[config.mk]
export PLATFORM = sky130hd
export DESIGN_NAME = pbd_div
export DESIGN_NICKNAME = d
export VERILOG_FILES = /design/src/sv/pbd_div.sv
export SDC_FILE = /design/constraint.sdc
export NUM_CORES = 2
export LEC_CHECK = 0
export BUFFER_PORTS_ARGS = -buffer_cell sky130_fd_sc_hd__buf_2
export CAP_MARGIN = 20
export CORE_MARGIN = 4
export CORE_UTILIZATION = 45
export CTS_BUF_LIST = sky130_fd_sc_hd__clkbuf_4
export CTS_CLUSTER_DIAMETER = 40
export CTS_CLUSTER_SIZE = 16
export DETAILED_ROUTE_END_ITERATION = 6
export GPL_TIMING_DRIVEN = 0
export PLACE_DENSITY = 0.67
export RECOVER_POWER = 50
export SLEW_MARGIN = 20
export SYNTH_ARGS = -nofsm -noshare
export SYNTH_HDL_FRONTEND = slang
export SYNTH_SLANG_ARGS = --single-unit
[constraint.sdc]
create_clock -name clk -period 4.4 [get_ports clk]
set_clock_uncertainty 0.05 [all_clocks]
set_input_delay 0 -clock clk [delete_from_list [all_inputs] [get_ports clk]]
set_output_delay 0 -clock clk [all_outputs]
set_load 0.1 [all_outputs]
[src/sv/pbd_div.sv]
// Pipelined restoring divider, one quotient bit per stage.
// Depends on nothing; the caller keeps the dividend below den * 2^QW.
module pbd_div #(
    parameter int NW = 40,
    parameter int DW = 25,
    parameter int QW = 17
) (
    input  logic          clk,
    input  logic          en,
    input  logic [NW-1:0] num,
    input  logic [DW-1:0] den,
    output logic [QW-1:0] quo
);

    localparam int W = (NW > DW) ? NW : DW;

    logic [NW-1:0] rem_reg [QW-1];
    logic [DW-1:0] den_reg [QW-1];
    logic [QW-1:0] quo_reg [QW];

    genvar k;
    for (k = 0; k < QW; k++) begin : g_stage
        logic [NW-1:0] rem_in;
        logic [DW-1:0] den_in;
        logic [QW-1:0] quo_in;
        logic [W-1:0]  remx;
        logic [W-1:0]  denx;
        logic          fit;

        if (k == 0) begin : g_first
            assign rem_in = num;
            assign den_in = den;
            assign quo_in = '0;
        end
        else begin : g_next
            assign rem_in = rem_reg[k-1];
            assign den_in = den_reg[k-1];
            assign quo_in = quo_reg[k-1];
        end

        assign remx = W'(rem_in);
        assign denx = W'(den_in);
        assign fit  = (remx >> (QW-1-k)) >= denx;

        always_ff @(posedge clk)
        begin
            if (en)
            begin
                quo_reg[k] <= quo_in | (fit ? (QW'(1) << (QW-1-k)) : QW'(0));
            end
        end

        if (k < QW-1) begin : g_rem
            always_ff @(posedge clk)
            begin
                if (en)
                begin
                    rem_reg[k] <= fit ? NW'(remx - (denx << (QW-1-k))) : rem_in;
                    den_reg[k] <= den_in;
                end
            end
        end
    end

    assign quo = quo_reg[QW-1];

endmodule

**After elaboration in Yosys (flattened, before gate mapping)**

Memory sizes are Yosys's and may differ from the RTL's.
Index checks and enable logic that the tools add are counted.

- Register bits: 0
- Memory bits (writable): 1329
- Input bits: 67
- Output and inout port bits: 17
- Word-level logic and storage cells: 87
- Memories: 3

Memories:

| memory | depth | width | rd ports | clocked after memory_dff | write ports | RTL line | RTL |
|---|---|---|---|---|---|---|---|
| rem_reg | 16 | 40 | 16 | 0 | 16 | 17 | `logic [NW-1:0] rem_reg [QW-1];` |
| den_reg | 16 | 25 | 16 | 0 | 16 | 18 | `logic [DW-1:0] den_reg [QW-1];` |
| quo_reg | 17 | 17 | 17 | 0 | 17 | 19 | `logic [QW-1:0] quo_reg [QW];` |

- Add/sub/neg operators: 16
- $lt $le $gt $ge: 17
- Muxes and demuxes: 35
- Bitwise operators: 16

Operator list:

| kind | count |
|---|---|
| 2-to-1 mux 40 bit | 16 |
| subtractor 40 bit | 2 |
| greater-or-equal comparator 40 x 25 -> 1 bit | 1 |
| subtractor 40 x 26 -> 40 bit | 1 |
| subtractor 40 x 27 -> 40 bit | 1 |
| subtractor 40 x 28 -> 40 bit | 1 |
| subtractor 40 x 29 -> 40 bit | 1 |
| subtractor 40 x 30 -> 40 bit | 1 |
| subtractor 40 x 31 -> 40 bit | 1 |
| subtractor 40 x 32 -> 40 bit | 1 |
| subtractor 40 x 33 -> 40 bit | 1 |
| subtractor 40 x 34 -> 40 bit | 1 |
| subtractor 40 x 35 -> 40 bit | 1 |
| subtractor 40 x 36 -> 40 bit | 1 |
| subtractor 40 x 37 -> 40 bit | 1 |
| subtractor 40 x 38 -> 40 bit | 1 |
| subtractor 40 x 39 -> 40 bit | 1 |
| greater-or-equal comparator 39 x 25 -> 1 bit | 1 |
| greater-or-equal comparator 38 x 25 -> 1 bit | 1 |
| greater-or-equal comparator 37 x 25 -> 1 bit | 1 |
| greater-or-equal comparator 36 x 25 -> 1 bit | 1 |
| greater-or-equal comparator 35 x 25 -> 1 bit | 1 |
| greater-or-equal comparator 34 x 25 -> 1 bit | 1 |
| greater-or-equal comparator 33 x 25 -> 1 bit | 1 |
| other kinds (42) | 44 |

**Logic depth before layout (Yosys ltp)**

An unclocked memory read counts as a cell.

- Depth in word-level cells: 4
- Depth in mapped cells: 15
- Gate-level depth less buffers: 14

**Worst setup path before layout**

OpenSTA, ideal clock, no wires.

- Path type: register to register
- Start point: memory rem_reg[9][6], in the netlist rem_reg[4][46]
- End point: memory rem_reg[10][7], in the netlist rem_reg[5][7] (data pin)
- Library setup time: 260 ps
- Arrival: 2803 ps
- Slack: 1287 ps
- Cell stages (with the launch flop): 13
- Path buffers: 1
- Period minus slack after synthesis: 3113 ps
- Cells stage by stage: edfxtp_1 > inv_1 > ha_1 > inv_1 > fa_1 > a211oi_1 > o21ai_0 > a21oi_1 > nor2_1 > a41o_1 > a31oi_1 > buf_2 > mux2_2

RTL lines:

| item | RTL line |
|---|---|
| start: declaration | 17 |

==> flow_metrics.tcl <==
set metrics [dict create \
    outcome "finished, violations left" \
    violations "DRC, capacitance limit, slew limit" \
    via_per_inst 5.43 \
    cap_viol_max_count 2 \
    rsz0062_at_grt "no" \
    synth_ff_type "edfxtp_1" \
    clock-root-buffer "clkbuf_4" \
    clk_latency_ns 1.22 \
    drc 1 \
    use_met1_pct 22.4 \
    met2_usage_pct 36.6 \
    syn_area_per_cell_um2 11.4 \
    dp_hpwl_um 118000 \
    via_count 44700 \
    h-tree-depth 4 \
    routed_wl_um 154000 \
    core_region_area_um2 143000 \
    use_met3_pct 2.90 \
    grt-ovfl-total 0 \
    clock.fmax_ghz 0.232 \
    grt_pass1_vias 44500 \
    design_area_um2 73000 \
    grt_busiest_layer "met2" \
    top_level_ports 84 \
    critical-path-max-stage-delay_ns 0.60 \
    cts_buffers 177 \
    power_per_cell_area_nw_per_um2 602 \
    fp.dieH_um 388 \
    dieArea_um2 150000 \
    dieWidth_um 388 \
    crit_chain "dlygate4sd3_1, dlygate4sd3_1, buf_2, dlygate4sd3_1, inv_1, ha_1, o21ai_0, nand2_1, nand2_1, o31ai_4, a221oi_4, a211oi_2, o21ai_4, buf_4, nand2_1, dlygate4sd3_1, o21ai_0, dlygate4sd3_1" \
    tightest_slew_ns 1.92 \
    cpMaxStageDelayCell "dlygate4sd3_1" \
    syn_nets 6210 \
    synth_top_area_share_pct 55.2 \
    min_path_type "in -> reg" \
    peakVddDrop_v 0.000285 \
    tns_ns 0 \
    relSlewSlack_pct -27.9 \
    ys_ff_latch 1193 \
    cts_tree "built" \
    synthTopCellsByArea "edfxtp_1 55%, ha_1 8.2%, a21oi_1 3.7%" \
    cp_data_required_time_ns 5.30 \
    syn_inst 5703 \
    cts.sinks 1193 \
    synthArstFlopShare_pct 0 \
    startpoint_type "primary input" \
    cts_buffer_depth 3 \
    seq_area_frac_synth_pct 55.2 \
    worstSetupPathType "in -> reg" \
    power_leakage_nw 28.8 \
    wl_per_cell_um 18.7 \
    synth_cell_types 98 \
    start_util_pct 45.2 \
    grt_usage_pct 20.1 \
    fin_nets 6690 \
    layout_min_cycle_time_ns 4.32 \
    finalMaxSlewViolations 269 \
    whs_ns 0.286 \
    drtAntennaViolNets 0 \
    synth_warnings 0 \
    crit_top_cell "dlygate4sd3_1" \
    p_total_mw 43.9 \
    dp_slack_ns -0.348 \
    setup_viol 0 \
    post_dp_cell_area_um2 67900 \
    antenna_found_initial 5 \
    arrival_ns 5.22 \
    portBuffers 83 \
    grt_pass1_wl_um 239000 \
    hold_violations 0 \
    rows 139 \
    synthesis.area_um2 64900 \
    min_period_over_period_pct 98.2 \
    synth_edf_count 1193 \
    yosysTopAreaCell "edfxtp_1" \
    setup_ws_ns 0.0811 \
    drtPass1Iterations 7 \
    yosysMostFrequentCell "edfxtp_1" \
    netlist_top_cells_count "1193 x edfxtp_1, 553 x inv_1, 476 x a21oi_1" \
    area_growth_pct 12.5 \
    end_kind "flip-flop" \
    crit_fanout 10 \
    drtIter0Drc 2871 \
    largest_reg_flops 640 \
    clkTransAtPathRegs_ns 0.12 \
    grt_max_degree 149 \
    final_layout_size_suffix_gt1_share_pct 9.77 \
    place_congestion 0.944 \
]
==> metrics by stage <==
step	utilization (%)	std cells
finish	50.9	8243
CTS	50.8	8235
global placement	47.2	7689
global route	50.9	8241
floorplan	-	5703
detailed placement	47.4	7698
==> timing repair <==
action	CTS	global route
gates cloned	0	0
hold buffers	206	0
hold endpoints to repair	627	0
setup endpoints to repair	27	45
gates resized for setup	5	11
setup buffers	0	4
pin swaps	0	1
==> critical path: cells and delay by family <==
| family | cells | cell delay [ns] |
|---|---|---|
| buffers and inverters | 8 | 3.20 |
| AO/OA/AOI/OAI | 6 | 1.36 |
| AND/OR/NAND/NOR | 3 | 0.29 |
| adder cells (fa/ha/maj) | 1 | 0.37 |
==> cell families (layout without fill, tap and decap cells) <==
| group | Yosys count | count (layout) | share of synthesized area, % |
|---|---|---|---|
| compound gates | 1484 | 1484 | 14.4 |
| xor+xnor | 404 | 404 | 5.45 |
| fa+ha+maj | 440 | 440 | 8.67 |
| buf+inv | 692 | 1324 | 4.15 |
| flops | 1193 | 1193 | 55.2 |
| mux | 94 | 94 | 1.67 |
| other cells | 0 | 5 | 0 |
| simple gates | 1396 | 1396 | 10.4 |
==> metal layers <==
layer,share of wire [%],vias up
met5,0,-
met4,6.0,0
met3,3.9,420
met2,51,1125
met1,39,21100
li1,-,22100
==> where the power goes <==
group	total (mW)	internal [mW]	switching, mW
Sequential	17.8	16.0	1.72
Clock	7.97	3.36	4.61
Combinational	18.2	7.58	10.6
==> area by class of cell <==
class / instances / area [um2]
flip-flops and latches: 1193 / 35800
clock buffers: 197 / 1480
inverters: 560 / 2100
repair buffers: 302 / 2720
plain buffers: 131 / 592
diodes: 5 / 12.5
clock inverters: 134 / 1440
well taps: 1903 / 2380
multi-input cells: 3818 / 26400
fillers: 12700 / 70500
==> cell usage in the layout (no fill, tap or decap), types with 110 or more instances in the layout <==
cell type      netlist  final
nand2_1            404    404
inv_1              553    553
a21o_1             185    185
o21ai_0            342    342
nor2_1             382    382
clkbuf_4             0    199
buf_2               33    110
ha_1               424    424
xnor2_1            242    242
a21oi_1            476    476
dlygate4sd3_1        0    206
edfxtp_1          1193   1193
xor2_1             162    162
==> path summary, 6_finish.rpt <==
kind	start	endpoint	slack [ns]	cells past startpoint
min reg2reg	quo_reg[0][261]$_DFFE_PP_	quo_reg[1][6]$_DFFE_PP_	0.34	0
max reg2reg	rem_reg[4][46]$_DFFE_PP_	rem_reg[5][6]$_DFFE_PP_	0.25	13
min	num[16]	rem_reg[0][16]$_DFFE_PP_	0.29	5
max	den[4]	rem_reg[0][35]$_DFFE_PP_	0.08	18
(Power assumes the default switching activity.)
